`src/hdl/premultiplied_alpha_blit_blend_assert.svh`:
```
// ----------------------------------------------------------------------------
// Assertion macros for the premultiplied alpha blit blender
// Clocked property checks that compile away when SYNTH is defined.
// ----------------------------------------------------------------------------
`ifndef PREMULTIPLIED_ALPHA_BLIT_BLEND_ASSERT_SVH
`define PREMULTIPLIED_ALPHA_BLIT_BLEND_ASSERT_SVH

`ifndef SYNTH

// Property checked at every rising clock edge outside reset.
`define PBB_ASSERT(lbl, clk, rst, prop, msg) \
   lbl: assert property (@(posedge clk) disable iff (rst) prop) else $error(msg);

// Property checked at every rising clock edge, reset included.
`define PBB_ASSERT_ALWAYS(lbl, clk, prop, msg) \
   lbl: assert property (@(posedge clk) prop) else $error(msg);

`else

`define PBB_ASSERT(lbl, clk, rst, prop, msg)
`define PBB_ASSERT_ALWAYS(lbl, clk, prop, msg)

`endif

`endif

```
`src/hdl/pbb_pkg.sv`:
```
// ----------------------------------------------------------------------------
// Premultiplied alpha blit blender package
// Shared widths, register codes, payload types, and the divide-by-255 and saturation helpers.
// ----------------------------------------------------------------------------
package pbb_pkg;

   // Pixel layout: four 8-bit channels, R in the low byte, A in the high byte.
   localparam int NumChan  = 4;
   localparam int ChanW    = 8;
   localparam int PixelW   = NumChan * ChanW;
   localparam int ProdW    = 2 * ChanW;
   localparam int AlphaIdx = NumChan - 1;

   localparam logic [ChanW-1:0] ChanMax  = 8'hFF;
   localparam logic [ChanW-1:0] ModReset = 8'hFF;

   // Depth of the queue between the front and the back.
   localparam int QDepth = 2;
   localparam int QPtrW  = (QDepth > 1) ? $clog2(QDepth) : 1;
   localparam int QCntW  = $clog2(QDepth + 1);

   // Register file addressing.
   localparam int CsrIdxW = 3;

   typedef enum logic [CsrIdxW-1:0] {
      CSR_MOD_RED    = 3'd0,
      CSR_MOD_GREEN  = 3'd1,
      CSR_MOD_BLUE   = 3'd2,
      CSR_MOD_ALPHA  = 3'd3,
      CSR_SRC_FORMAT = 3'd4
   } csr_index_type;

   // Source pixel formats.
   typedef enum logic {
      FMT_RGBA = 1'b0,
      FMT_GRAY = 1'b1
   } src_format_type;

   typedef logic [NumChan-1:0][ChanW-1:0] pixel_type;

   // One classified item: source already expanded to four channels.
   typedef struct packed {
      pixel_type src;
      pixel_type dst;
   } pbb_item_type;

   // Modulation color handed from the register file to the datapath.
   typedef struct packed {
      pixel_type modulation;
   } pbb_cfg_type;

   // Rounded product / 255 for a product of two channels (at most 255*255).
   // Uses t = p + 128, q = (t + (t >> 8)) >> 8, which is exact over that range.
   function automatic logic [ChanW-1:0] div255(input logic [ProdW-1:0] p);
      logic [ProdW:0] t;
      logic [ProdW:0] u;
      t = {1'b0, p} + (ProdW+1)'(128);
      u = t + (t >> ChanW);
      return u[ProdW-1:ChanW];
   endfunction

   // Clamp a nine-bit sum to one channel.
   function automatic logic [ChanW-1:0] sat8(input logic [ChanW:0] v);
      return v[ChanW] ? ChanMax : v[ChanW-1:0];
   endfunction

endpackage

```
`src/hdl/pbb_if.sv`:
```
// ----------------------------------------------------------------------------
// Premultiplied alpha blit blender channel interfaces
// Valid/ready channels for pixel requests, blended responses and register writes.
// ----------------------------------------------------------------------------

// Request channel: one source and one destination pixel per transfer.
interface pbb_req_if
   import pbb_pkg::*;
();
   logic              valid;
   logic              ready;
   logic [PixelW-1:0] src_pixel;
   logic [PixelW-1:0] dst_pixel;

   modport source (output valid, output src_pixel, output dst_pixel, input ready);
   modport sink   (input valid, input src_pixel, input dst_pixel, output ready);
endinterface

// Response channel: one blended pixel per transfer.
interface pbb_rsp_if
   import pbb_pkg::*;
();
   logic              valid;
   logic              ready;
   logic [PixelW-1:0] out_pixel;

   modport source (output valid, output out_pixel, input ready);
   modport sink   (input valid, input out_pixel, output ready);
endinterface

// Register write channel.
interface pbb_csr_if
   import pbb_pkg::*;
();
   logic               valid;
   logic               ready;
   logic [CsrIdxW-1:0] index;
   logic [ChanW-1:0]   wdata;

   modport source (output valid, output index, output wdata, input ready);
   modport sink   (input valid, input index, input wdata, output ready);
endinterface

```
`src/hdl/pbb_front.sv`:
```
// ----------------------------------------------------------------------------
// Blender front end
// Holds the configuration registers, accepts request transfers, expands a
// grayscale source to four channels and registers the classified item.
// ----------------------------------------------------------------------------
module pbb_front
   import pbb_pkg::*;
(
   input  logic         clock,
   input  logic         reset,
   pbb_req_if.sink      req_bus,
   pbb_csr_if.sink      csr_bus,
   output pbb_cfg_type  cfg,
   output logic         item_valid,
   input  logic         item_ready,
   output pbb_item_type item
);

   pixel_type      mod_ff;
   pixel_type      mod_in;
   src_format_type fmt_ff;
   src_format_type fmt_in;
   logic           valid_ff;
   logic           valid_in;
   pbb_item_type   item_ff;
   pbb_item_type   item_in;
   logic           req_fire;

   // Register writes are always taken.
   assign csr_bus.ready = 1'b1;

   // Register write decode; indexes past the list are dropped.
   always_comb begin
      mod_in = mod_ff;
      fmt_in = fmt_ff;
      if (csr_bus.valid) begin
         unique case (csr_bus.index)
            CSR_MOD_RED:    mod_in[0] = csr_bus.wdata;
            CSR_MOD_GREEN:  mod_in[1] = csr_bus.wdata;
            CSR_MOD_BLUE:   mod_in[2] = csr_bus.wdata;
            CSR_MOD_ALPHA:  mod_in[AlphaIdx] = csr_bus.wdata;
            CSR_SRC_FORMAT: fmt_in = src_format_type'(csr_bus.wdata[0]);
            default:        ;
         endcase
      end
   end

   always_ff @(posedge clock) begin
      if (reset) begin
         mod_ff <= {NumChan{ModReset}};
         fmt_ff <= FMT_RGBA;
      end else begin
         mod_ff <= mod_in;
         fmt_ff <= fmt_in;
      end
   end

   assign cfg.modulation = mod_ff;

   // The holding register takes a new item when empty or when it drains.
   assign req_bus.ready = !valid_ff || item_ready;
   assign req_fire      = req_bus.valid && req_bus.ready;

   // Classify the source: a grayscale byte goes to all four channels.
   always_comb begin
      item_in.dst = pixel_type'(req_bus.dst_pixel);
      if (fmt_ff == FMT_GRAY) begin
         item_in.src = {NumChan{req_bus.src_pixel[ChanW-1:0]}};
      end else begin
         item_in.src = pixel_type'(req_bus.src_pixel);
      end
   end

   assign valid_in = req_bus.ready ? req_bus.valid : valid_ff;

   always_ff @(posedge clock) begin
      if (reset) begin
         valid_ff <= 1'b0;
      end else begin
         valid_ff <= valid_in;
      end
   end

   always_ff @(posedge clock) begin
      if (req_fire) begin
         item_ff <= item_in;
      end
   end

   assign item_valid = valid_ff;
   assign item       = item_ff;

endmodule

```
`src/hdl/pbb_queue.sv`:
```
// ----------------------------------------------------------------------------
// Blender item queue
// Short register queue that decouples the front end from the blend datapath.
// ----------------------------------------------------------------------------
module pbb_queue
   import pbb_pkg::*;
(
   input  logic         clock,
   input  logic         reset,
   input  logic         push_valid,
   output logic         push_ready,
   input  pbb_item_type push_item,
   output logic         pop_valid,
   input  logic         pop_ready,
   output pbb_item_type pop_item
);

`include "premultiplied_alpha_blit_blend_assert.svh"

   pbb_item_type           entry_ff [QDepth];
   logic [QPtrW-1:0]       wr_ptr_ff;
   logic [QPtrW-1:0]       wr_ptr_in;
   logic [QPtrW-1:0]       rd_ptr_ff;
   logic [QPtrW-1:0]       rd_ptr_in;
   logic [QCntW-1:0]       count_ff;
   logic [QCntW-1:0]       count_in;
   logic                   push;
   logic                   pop;

   assign push_ready = (count_ff != QCntW'(QDepth));
   assign pop_valid  = (count_ff != '0);
   assign push       = push_valid && push_ready;
   assign pop        = pop_valid && pop_ready;
   assign pop_item   = entry_ff[rd_ptr_ff];

   // Pointer and occupancy update.
   always_comb begin
      wr_ptr_in = wr_ptr_ff;
      rd_ptr_in = rd_ptr_ff;
      count_in  = count_ff;
      if (push) begin
         wr_ptr_in = (wr_ptr_ff == QPtrW'(QDepth - 1)) ? '0 : wr_ptr_ff + 1'b1;
      end
      if (pop) begin
         rd_ptr_in = (rd_ptr_ff == QPtrW'(QDepth - 1)) ? '0 : rd_ptr_ff + 1'b1;
      end
      if (push && !pop) begin
         count_in = count_ff + 1'b1;
      end else if (pop && !push) begin
         count_in = count_ff - 1'b1;
      end
   end

   always_ff @(posedge clock) begin
      if (reset) begin
         wr_ptr_ff <= '0;
         rd_ptr_ff <= '0;
         count_ff  <= '0;
      end else begin
         wr_ptr_ff <= wr_ptr_in;
         rd_ptr_ff <= rd_ptr_in;
         count_ff  <= count_in;
      end
   end

   // Entry storage.
   always_ff @(posedge clock) begin
      if (push) begin
         entry_ff[wr_ptr_ff] <= push_item;
      end
   end

   // Occupancy stays within the queue depth.
   `PBB_ASSERT(a_count_bound, clock, reset, count_ff <= QCntW'(QDepth), "queue overfilled")
   // Occupancy rises by one after a push without a pop.
   `PBB_ASSERT(a_count_track, clock, reset, (push && !pop) |=> count_ff == $past(count_ff) + 1'b1, "queue count missed a push")

endmodule

```
`src/hdl/pbb_back.sv`:
```
// ----------------------------------------------------------------------------
// Blend datapath
// Four-stage pipeline: modulate products, divide by 255, destination
// products, then sum, saturate and hold in the output register.
// ----------------------------------------------------------------------------
module pbb_back
   import pbb_pkg::*;
(
   input  logic         clock,
   input  logic         reset,
   input  pbb_cfg_type  cfg,
   input  logic         item_valid,
   output logic         item_ready,
   input  pbb_item_type item,
   pbb_rsp_if.source    rsp_bus
);

`include "premultiplied_alpha_blit_blend_assert.svh"

   typedef logic [NumChan-1:0][ProdW-1:0] prod_vec_type;

   // Stage valids and stage enables.
   logic         v1_ff;
   logic         v2_ff;
   logic         v3_ff;
   logic         v4_ff;
   logic         rdy1;
   logic         rdy2;
   logic         rdy3;
   logic         rdy4;

   // Stage 1: source times modulation.
   prod_vec_type mprod_ff;
   prod_vec_type mprod_in;
   pixel_type    dst1_ff;
   // Stage 2: modulated source.
   pixel_type    src2_ff;
   pixel_type    src2_in;
   pixel_type    dst2_ff;
   // Stage 3: destination products; the alpha slot holds source times dst alpha.
   prod_vec_type dprod_ff;
   prod_vec_type dprod_in;
   pixel_type    src3_ff;
   logic [ChanW-1:0] dst_a3_ff;
   // Stage 4: blended pixel.
   pixel_type    out_ff;
   pixel_type    out_in;

   logic [ChanW-1:0] inv_alpha;
   logic [ChanW:0]   alpha_sum;

   // Backward ready chain: a stage loads when empty or when it drains.
   assign rdy4       = !v4_ff || rsp_bus.ready;
   assign rdy3       = !v3_ff || rdy4;
   assign rdy2       = !v2_ff || rdy3;
   assign rdy1       = !v1_ff || rdy2;
   assign item_ready = rdy1;

   always_ff @(posedge clock) begin
      if (reset) begin
         v1_ff <= 1'b0;
         v2_ff <= 1'b0;
         v3_ff <= 1'b0;
         v4_ff <= 1'b0;
      end else begin
         if (rdy1) v1_ff <= item_valid;
         if (rdy2) v2_ff <= v1_ff;
         if (rdy3) v3_ff <= v2_ff;
         if (rdy4) v4_ff <= v3_ff;
      end
   end

   // Stage 1 logic: one 8x8 product per channel.
   always_comb begin
      for (int k = 0; k < NumChan; k++) begin
         mprod_in[k] = item.src[k] * cfg.modulation[k];
      end
   end

   // Stage 2 logic: rounded divide by 255.
   always_comb begin
      for (int k = 0; k < NumChan; k++) begin
         src2_in[k] = div255(mprod_ff[k]);
      end
   end

   // Stage 3 logic: destination color times inverse source alpha,
   // and source alpha times destination alpha.
   assign inv_alpha = ChanMax - src2_ff[AlphaIdx];

   always_comb begin
      for (int k = 0; k < AlphaIdx; k++) begin
         dprod_in[k] = dst2_ff[k] * inv_alpha;
      end
      dprod_in[AlphaIdx] = src2_ff[AlphaIdx] * dst2_ff[AlphaIdx];
   end

   // Stage 4 logic: color is src + dst*(1-sa); alpha is sa + da - sa*da.
   assign alpha_sum = {1'b0, src3_ff[AlphaIdx]} + {1'b0, dst_a3_ff}
                      - {1'b0, div255(dprod_ff[AlphaIdx])};

   always_comb begin
      for (int k = 0; k < AlphaIdx; k++) begin
         out_in[k] = sat8({1'b0, src3_ff[k]} + {1'b0, div255(dprod_ff[k])});
      end
      out_in[AlphaIdx] = sat8(alpha_sum);
   end

   // Payload registers load with their stage.
   always_ff @(posedge clock) begin
      if (rdy1 && item_valid) begin
         mprod_ff <= mprod_in;
         dst1_ff  <= item.dst;
      end
      if (rdy2 && v1_ff) begin
         src2_ff <= src2_in;
         dst2_ff <= dst1_ff;
      end
      if (rdy3 && v2_ff) begin
         dprod_ff  <= dprod_in;
         src3_ff   <= src2_ff;
         dst_a3_ff <= dst2_ff[AlphaIdx];
      end
      if (rdy4 && v3_ff) begin
         out_ff <= out_in;
      end
   end

   assign rsp_bus.valid     = v4_ff;
   assign rsp_bus.out_pixel = PixelW'(out_ff);

   // A finished item in the last compute stage reaches the output when it is free.
   `PBB_ASSERT(a_out_advance, clock, reset, (v3_ff && rdy4) |=> rsp_bus.valid, "blend result lost before output")
   // The datapath takes no item while its first stage is held full.
   `PBB_ASSERT(a_hold_stage1, clock, reset, (v1_ff && !rdy2) |-> !item_ready, "first stage overwritten while stalled")

endmodule

```
`src/hdl/premultiplied_alpha_blit_blend.sv`:
```
// ----------------------------------------------------------------------------
// Premultiplied alpha blit blender
// Blends a premultiplied source pixel over a destination RGBA8888 pixel with
// a programmable modulation color and an optional grayscale source.
// ----------------------------------------------------------------------------
//
//   Port     Direction  Carries
//   req_bus  in         src_pixel, dst_pixel
//   rsp_bus  out        out_pixel
//   csr_bus  in         index, wdata (register write)
//
// One pixel is accepted per clock while the response side keeps up.
// After its request transfer, a result passes the front register, a queue
// entry and the blend pipeline stages before it is presented on rsp_bus.
// The 8x8 multipliers sit in stages 1 and 3, and each stage holds one item.
// Reset is synchronous: it empties all stages and the queue and returns the
// modulation color to full scale and the source format to RGBA.
// A stalled response backs up the pipeline, then the two-entry queue, then
// the front register; register writes are taken every cycle.
//
module premultiplied_alpha_blit_blend
   import pbb_pkg::*;
(
   input  logic      clock,
   input  logic      reset,
   pbb_req_if.sink   req_bus,
   pbb_rsp_if.source rsp_bus,
   pbb_csr_if.sink   csr_bus
);

   pbb_cfg_type  cfg;
   logic         front_valid;
   logic         front_ready;
   pbb_item_type front_item;
   logic         back_valid;
   logic         back_ready;
   pbb_item_type back_item;

   // Register file, intake and source classification.
   pbb_front u_front (
      .clock      (clock),
      .reset      (reset),
      .req_bus    (req_bus),
      .csr_bus    (csr_bus),
      .cfg        (cfg),
      .item_valid (front_valid),
      .item_ready (front_ready),
      .item       (front_item)
   );

   // Decoupling queue.
   pbb_queue u_queue (
      .clock      (clock),
      .reset      (reset),
      .push_valid (front_valid),
      .push_ready (front_ready),
      .push_item  (front_item),
      .pop_valid  (back_valid),
      .pop_ready  (back_ready),
      .pop_item   (back_item)
   );

   // Blend pipeline and output register.
   pbb_back u_back (
      .clock      (clock),
      .reset      (reset),
      .cfg        (cfg),
      .item_valid (back_valid),
      .item_ready (back_ready),
      .item       (back_item),
      .rsp_bus    (rsp_bus)
   );

endmodule

```
`src/flat_wrapper.sv`:
```
// flat-port wrapper written by rule: the top's interface ports become plain ports
module premultiplied_alpha_blit_blend_flat import pbb_pkg::*;
  (clock, reset, req_bus_valid, req_bus_src_pixel, req_bus_dst_pixel, req_bus_ready, rsp_bus_valid, rsp_bus_out_pixel, rsp_bus_ready, csr_bus_valid, csr_bus_index, csr_bus_wdata, csr_bus_ready);
  pbb_req_if req_bus_i ();
  pbb_rsp_if rsp_bus_i ();
  pbb_csr_if csr_bus_i ();
  input  logic clock;
  input  logic reset;
  input wire logic [$bits(req_bus_i.valid)-1:0] req_bus_valid;
  input wire logic [$bits(req_bus_i.src_pixel)-1:0] req_bus_src_pixel;
  input wire logic [$bits(req_bus_i.dst_pixel)-1:0] req_bus_dst_pixel;
  output wire logic [$bits(req_bus_i.ready)-1:0] req_bus_ready;
  output wire logic [$bits(rsp_bus_i.valid)-1:0] rsp_bus_valid;
  output wire logic [$bits(rsp_bus_i.out_pixel)-1:0] rsp_bus_out_pixel;
  input wire logic [$bits(rsp_bus_i.ready)-1:0] rsp_bus_ready;
  input wire logic [$bits(csr_bus_i.valid)-1:0] csr_bus_valid;
  input wire logic [$bits(csr_bus_i.index)-1:0] csr_bus_index;
  input wire logic [$bits(csr_bus_i.wdata)-1:0] csr_bus_wdata;
  output wire logic [$bits(csr_bus_i.ready)-1:0] csr_bus_ready;
  assign req_bus_i.valid = req_bus_valid;
  assign req_bus_i.src_pixel = req_bus_src_pixel;
  assign req_bus_i.dst_pixel = req_bus_dst_pixel;
  assign req_bus_ready = req_bus_i.ready;
  assign rsp_bus_valid = rsp_bus_i.valid;
  assign rsp_bus_out_pixel = rsp_bus_i.out_pixel;
  assign rsp_bus_i.ready = rsp_bus_ready;
  assign csr_bus_i.valid = csr_bus_valid;
  assign csr_bus_i.index = csr_bus_index;
  assign csr_bus_i.wdata = csr_bus_wdata;
  assign csr_bus_ready = csr_bus_i.ready;
  premultiplied_alpha_blit_blend u_core (.clock(clock), .reset(reset), .req_bus(req_bus_i), .rsp_bus(rsp_bus_i), .csr_bus(csr_bus_i));
endmodule
```
`config.mk`:
```
export PLATFORM = sky130hd
export DESIGN_NAME = premultiplied_alpha_blit_blend_flat
export DESIGN_NICKNAME = d
export VERILOG_FILES = /design/src/hdl/pbb_pkg.sv /design/src/hdl/pbb_if.sv /design/src/hdl/pbb_front.sv /design/src/hdl/pbb_queue.sv /design/src/hdl/pbb_back.sv /design/src/hdl/premultiplied_alpha_blit_blend.sv /design/src/flat_wrapper.sv
export VERILOG_INCLUDE_DIRS = /design/src /design/src/hdl
export SDC_FILE = /design/constraint.sdc
export NUM_CORES = 2
export LEC_CHECK = 0
export ABC_CLOCK_PERIOD_IN_PS = 18500
export BUFFER_PORTS_ARGS = -buffer_cell sky130_fd_sc_hd__buf_2
export CAP_MARGIN = 20
export CELL_PAD_IN_SITES_DETAIL_PLACEMENT = 0
export CELL_PAD_IN_SITES_GLOBAL_PLACEMENT = 1
export CORE_UTILIZATION = 50
export CTS_BUF_LIST = sky130_fd_sc_hd__clkbuf_8
export DETAILED_ROUTE_END_ITERATION = 16
export PLACE_DENSITY_LB_ADDON = 0.1
export SKIP_LAST_GASP = 1
export SLEW_MARGIN = 20
export SYNTH_ARGS = -nofsm -noshare
export SYNTH_HDL_FRONTEND = slang
export SYNTH_SLANG_ARGS = --single-unit
```
`constraint.sdc`:
```
create_clock -name clock -period 18.5 [get_ports clock]
set_input_delay 0.925 -clock clock [delete_from_list [all_inputs] [get_ports clock]]
set_output_delay 0.925 -clock clock [all_outputs]
set_load 0.02 [all_outputs]
```
## Word level (Yosys, flattened, before mapping)

Memory sizes are Yosys's and may differ from the RTL's. A register that Yosys moved wholly into a read port is not among the register bits.
Cells that the tools add are included.

| storage, ports and cells | value |
|---|---|
| ROM bits | 0 |
| input port bits | 80 |
| bits in latches | 0 |
| register bits after elaboration | 402 |
| memories | 1 |
| RAM bits | 128 |

| operators by class | value |
|---|---|
| $lt $le $gt $ge | 0 |
| bitwise logic cells | 0 |
| equal/unequal tests | 5 |
| shift-type cells | 0 |
| div/mod/pow operators | 0 |
| reductions and logical operators | 28 |
| $mul | 8 |
| muxes and demuxes | 9 |
| add/sub/neg operators | 26 |

Memory list:

| name | depth | bits a word | read ports | clocked after Yosys merged registers in | wr ports | RTL line | source |
|---|---|---|---|---|---|---|---|
| u_core.u_queue.entry_ff | 2 | 64 | 1 | 1 | 1 | pbb_queue.sv:20 | `pbb_item_type entry_ff [QDepth];` |

Operators with widths:

| kind | count |
|---|---|
| $add 16x8->17 const B | 8 |
| $add 16x9->16 | 8 |
| $mul 8x8->16 | 8 |
| $add 8x8->9 | 4 |
| $mux 32 | 1 |
| $reduce_and 2->1 | 5 |
| $sub 9x8->9 | 1 |
| $logic_and 1x1->1 | 8 |
| $sub 8x8->8 const A | 1 |
| $logic_not 1->1 | 7 |
| $eq 3x2->1 const B | 2 |
| $mux 1 | 6 |
| $logic_or 1x1->1 | 5 |
| $mux 2 | 2 |
| $reduce_bool 2->1 | 2 |
| $eq 3x1->1 const B | 1 |
| $eq 3x3->1 const B | 1 |
| $logic_not 3->1 | 1 |
| $add 1x1->1 const B | 2 |
| $add 2x1->2 const B | 1 |
| $ne 2x2->1 const B | 1 |
| $sub 2x1->2 const B | 1 |

## Logic depth before layout (Yosys ltp)

| depth | value |
|---|---|
| depth after elaboration | 9 |
| depth in mapped cells | 22 |

## Cells and area by module

From an unflattened synthesis, not the netlist that was laid out.

| unflattened totals | value |
|---|---|
| cell total of the unflattened synthesis | 3372 |
| area, all modules | 38768.4 um^2 |

By module, submodules not included:

| module | seq. area each (um^2) | instances | cells an instance | area an instance (um^2) |
|---|---|---|---|---|
| pbb_back | 8968.6 | 1 | 2897 | 30454.2 |
| pbb_queue | 3943.8 | 1 | 223 | 4837.1 |
| pbb_front | 2602.5 | 1 | 252 | 3477.1 |

## Worst setup path after synthesis

OpenSTA, ideal clock, no wires.

| timing | value |
|---|---|
| kind | input -> register |
| start point | input rsp_bus_ready |
| end point | register u_core.u_back.dprod_ff[0] (netlist name), enable pin |
| stages | 2 |
| path slack | 9241 ps |
| data arrival time | 8533 ps |
| setup time | 726 ps |
| cell sequence | nor2b_1 > a21boi_0 |

| between the ends | value |
|---|---|
| longest elaborated chain between the ends | 3 |

RTL lines:

| element | RTL line | source |
|---|---|---|
| from (decl) | flat_wrapper.sv:15 | `input wire logic [$bits(rsp_bus_i.ready)-1:0] rsp_bus_ready;` |
| $logic_or 1x1->1 | pbb_back.sv:53 | `assign rdy4 = !v4_ff \|\| rsp_bus.ready;` |
| $logic_or 1x1->1 | pbb_back.sv:54 | `assign rdy3 = !v3_ff \|\| rdy4;` |
| $logic_and 1x1->1 | pbb_back.sv:119 | `if (rdy3 && v2_ff) begin` |
| to (signal assigned) | pbb_back.sv:120 | `dprod_ff <= dprod_in;` |
| to (decl) | pbb_back.sv:41 | `prod_vec_type dprod_ff;` |

Every way passes these cells.
A chain may end at the register's enable or synchronous reset.

==> results.txt <==
* Die W: roughly 280 um
- Main flop type after synthesis: sky130_fd_sc_hd__edfxtp_1
- The floorplan has 101 rows.
- Core footprint: 76450 um2
* Number of hold buffers added after cts: 0
- Register-to-register setup slack: 12420 ps
* Via density per instance: 5.187
* Sort of element at the end of the critical path: register
- The final-report hold violation count was 0.
* Number of enable-type register cells in the synthesized netlist: 488
* Routed vias: 24.44k
- Library cell used as clock root buffer: sky130_fd_sc_hd__clkbuf_8
- Total die area: 78920 um2
- Signed area change from the synthesized netlist to the final layout: 9.688%
* M3 GR Usage: 0.02843
- Starting DRT DRC Count: ~1.1k
- I/O pin count: 115
- After detailed routing, the number of remaining DRC violations is 0.
- For this run the aggregate overflow at the end of global routing stands at 0.
- Setup violations, final: 0
- Setup Crit Path Kind: reg2reg
- Max capacitance violation total: 0
* Count of yosys warnings during synthesis: 0
* Max-slew violations: 0
* Cell Count Post-Placement: 4529
- After clock tree synthesis, the clock-pin slew on the worst setup and hold paths is 60 ps.
- Tcrit/Tclk final: 0.3287
* Wire length after detailed routing: 80410 um
- H-tree level count: 3
* Post-synthesis async set-or-reset flop share: 0
- Drt pass-1 iters: 5
- Worst Tran Pin Value: about 1100 ps
* Mean area per synthesized cell: between 10 and 15 um2
* Hold depth: 1
- Routability-driven placement finished with a final weighted congestion of 0.8281.
* Post-DP HPWL: 60780 um
- Met2 layer usage reported by global route: 0.3695
- Capture instance of the worst register-to-register path: u_core.u_back.mprod_ff[63]
- The later pin in the worst-skew pair is clocked with a latency of 700 ps.
- Clock tree from TritonCTS: yes
* Sinks on the clock net: about 530
- Clock period minus worst slack: 6082 ps
- After the flow finishes, the layout carries non-filler instances totaling roughly 4.7k.
- Min-Delay Path Class: in2reg
- The number of cells on the worst reg-to-reg path is 18.
* Chip Height: 280.9 um
- Synth cell types: 68
- In the final layout, the share of cells above drive strength 1 is 0.09269.
- The share of the Yosys chip area taken by registers is 0.3988.
* Critical path fanouts, max: 64
* Number of port buffers: 113
* Count of nets left with antenna violations after detail routing: 0
- Cts repair resizes: 0
- For met1 alone, demand over resource in global routing was 0.2768.
* Sort of element at the start of the critical path: register
* Overall track demand over capacity in global routing: 0.2118
* Post-synthesis cell count: 3418
- At the worst endpoint, the arrival time is 6520 ps.
- For this configuration, the core starts out at a cell density of 0.5088.
* Via count of the first global-routing pass: between 20k and 30k
* Mapped Nets: 4189
- Final setup TNS: 0 ps
* Worst setup skew after layout: 32.73 ps
- Syn Std Cell Area: about 40000 um2
* Run status: completed
- Maximum number of pins on one net before global-route repair: 75
- In this run the tightest slew margin relative to its limit is 0.2979.
- Timing endpoint of the critical path: u_core.u_back.mprod_ff[63]
- Flip-flop and latch count after synthesis: about 530
- Final nets: 4370
- Post-CTS Setup Repair Bufs: 0
- Post-DR wirelength/cell: 17.07 um
- RSZ-0062 raised after global routing: false
* Antenna violations before repair: 3
- First-pass GRT wire length: approximately 130000 um
- Total CTS buffers: 97
* Most used routing layer in global routing: met2
* Bufs on Longest Clock Path: 3
- At the worst endpoint, the required time is 18930 ps.
- Maximum achievable frequency: 164.4 MHz
synthesized netlist by cell type, types with 11 or more instances:
| master | number | area, um2 |
|---|---|---|
| sky130_fd_sc_hd__inv_1 | 498 | 1869 |
| sky130_fd_sc_hd__ha_1 | 392 | 4905 |
| sky130_fd_sc_hd__fa_1 | 299 | 5986 |
| sky130_fd_sc_hd__xor2_1 | 68 | 595.6 |
| sky130_fd_sc_hd__edfxtp_1 | 488 | 14650 |
| sky130_fd_sc_hd__nand2_1 | 207 | 777.0 |
| sky130_fd_sc_hd__clkbuf_1 | 42 | 157.7 |
| sky130_fd_sc_hd__a21oi_1 | 115 | 575.6 |
| sky130_fd_sc_hd__mux2i_1 | 23 | 230.2 |
| sky130_fd_sc_hd__nand4_1 | 12 | 75.07 |
| sky130_fd_sc_hd__nand3_1 | 80 | 400.4 |
| sky130_fd_sc_hd__nand2b_1 | 139 | 869.6 |
| sky130_fd_sc_hd__and3_1 | 32 | 200.2 |
| sky130_fd_sc_hd__dfxtp_1 | 43 | 860.8 |
| sky130_fd_sc_hd__nor2b_1 | 281 | 1758 |
| sky130_fd_sc_hd__nor3_1 | 21 | 105.1 |
| sky130_fd_sc_hd__a21o_1 | 16 | 120.1 |
| sky130_fd_sc_hd__nand3b_1 | 17 | 127.6 |
| sky130_fd_sc_hd__and2_1 | 88 | 550.5 |
| sky130_fd_sc_hd__o21ai_0 | 62 | 310.3 |
| sky130_fd_sc_hd__nor2_1 | 119 | 446.7 |
| sky130_fd_sc_hd__a211o_1 | 17 | 148.9 |
| sky130_fd_sc_hd__o211ai_1 | 11 | 82.58 |
| sky130_fd_sc_hd__xnor2_1 | 154 | 1349 |
| sky130_fd_sc_hd__o21a_1 | 35 | 262.8 |
| sky130_fd_sc_hd__mux2_2 | 43 | 484.2 |
metal layers:
| layer | part of all wire | up-vias |
|---|---|---|
| met2 | 0.50 | 380 |
| met4 | 0.018 | 0 |
| met5 | 0 | - |
| met1 | 0.45 | 12110 |
| met3 | 0.036 | 98 |
| li1 | - | 11850 |
registers in the layout, summed over array words and instances, names as in the netlist, 2 cells and up, named ones only:
name and flops:
u_core.u_queue.entry_ff 128, u_core.u_back.dprod_ff 64, u_core.u_back.mprod_ff 64, u_core.u_front.item 64, u_core.u_back.dst1_ff 32, u_core.u_back.dst2_ff 32
u_core.u_back.rsp_bus.out_pixel 32, u_core.u_back.src2_ff 32, u_core.u_back.src3_ff 32, u_core.u_front.cfg 32, u_core.u_back.dst_a3_ff 8, u_core.u_queue.count_ff 2
worst min path at each step:
stage,startpoint,endpoint
floorplan,u_core.u_back.dst1_ff[0],u_core.u_back.dst2_ff[0]
CTS,req_bus_dst_pixel[28],u_core.u_front.item[28]
detailed placement,u_core.u_back.dst1_ff[2],u_core.u_back.dst2_ff[2]
global route,req_bus_dst_pixel[28],u_core.u_front.item[28]
finish,req_bus_dst_pixel[28],u_core.u_front.item[28]
global placement,u_core.u_back.src2_ff[15],u_core.u_back.src3_ff[15]
worst max-delay path, stage by stage, from the launching register on:
cell	delay, ps
sky130_fd_sc_hd__dfxtp_4	1030
sky130_fd_sc_hd__mux2i_1	670
sky130_fd_sc_hd__nor2b_1	150
sky130_fd_sc_hd__fa_1	560
sky130_fd_sc_hd__inv_1	60
sky130_fd_sc_hd__fa_1	550
sky130_fd_sc_hd__inv_1	60
sky130_fd_sc_hd__fa_1	480
sky130_fd_sc_hd__inv_1	50
sky130_fd_sc_hd__fa_1	470
sky130_fd_sc_hd__inv_1	40
sky130_fd_sc_hd__ha_1	320
sky130_fd_sc_hd__o21a_1	130
sky130_fd_sc_hd__o31a_1	130
sky130_fd_sc_hd__o211ai_1	220
sky130_fd_sc_hd__a21oi_1	110
sky130_fd_sc_hd__a2111oi_2	470
sky130_fd_sc_hd__a21oi_1	140
sky130_fd_sc_hd__xnor2_1	140
per-stage QoR:
step / util / worst slack [ps] / hold WS, ps / cell area (um2)
3_3_place_gp: 0.5327 / 12520 / 401.0 / 40730
4_1_cts: 0.5579 / 12400 / 340.9 / 42650
3_5_place_dp: 0.5327 / 12410 / 404.5 / 40730
6_report: 0.5581 / 12420 / 408.9 / 42670
2_1_floorplan: - / 9241 / 400.3 / 38900
5_1_grt: 0.5581 / 12040 / 368.7 / 42670
layout by cell type (no fill, tap or decap), types with 87 or more instances in the layout:
cell                       count
sky130_fd_sc_hd__nor2_1      118
sky130_fd_sc_hd__edfxtp_1    488
sky130_fd_sc_hd__ha_1        392
sky130_fd_sc_hd__buf_2       113
sky130_fd_sc_hd__xnor2_1     154
sky130_fd_sc_hd__clkbuf_8     98
sky130_fd_sc_hd__nor2b_1     279
sky130_fd_sc_hd__nand2b_1    139
sky130_fd_sc_hd__nand2_1     207
sky130_fd_sc_hd__and2_1       87
sky130_fd_sc_hd__a21oi_1     115
sky130_fd_sc_hd__inv_1       527
sky130_fd_sc_hd__fa_1        299
cell type report:
class / instances / area, um2
Clock buffer: 98 / 1349
Sequential cell: 531 / 15520
Antenna cell: 3 / 7.507
Timing Repair Buffer: 129 / 685.7
Fill cell: 6667 / 33790
Clock inverter: 81 / 579.3
Tap cell: 1030 / 1289
Multi-Input combinational cell: 2342 / 21370
Inverter: 498 / 1872
cell families after synthesis:
| group | share of synthesized area |
|---|---|
| buffers and inverters | 0.05281 |
| XOR/XNOR | 0.04998 |
| other | 0.00009640 |
| AO/OA/AOI/OAI | 0.05732 |
| adder cells (fa/ha/maj) | 0.2800 |
| multiplexers | 0.01837 |
| AND/OR/NAND/NOR | 0.1426 |
| flip-flops | 0.3988 |
Power is not shown: default switching activity piles up to over one toggle a cycle in this logic, so the estimate is an artifact.
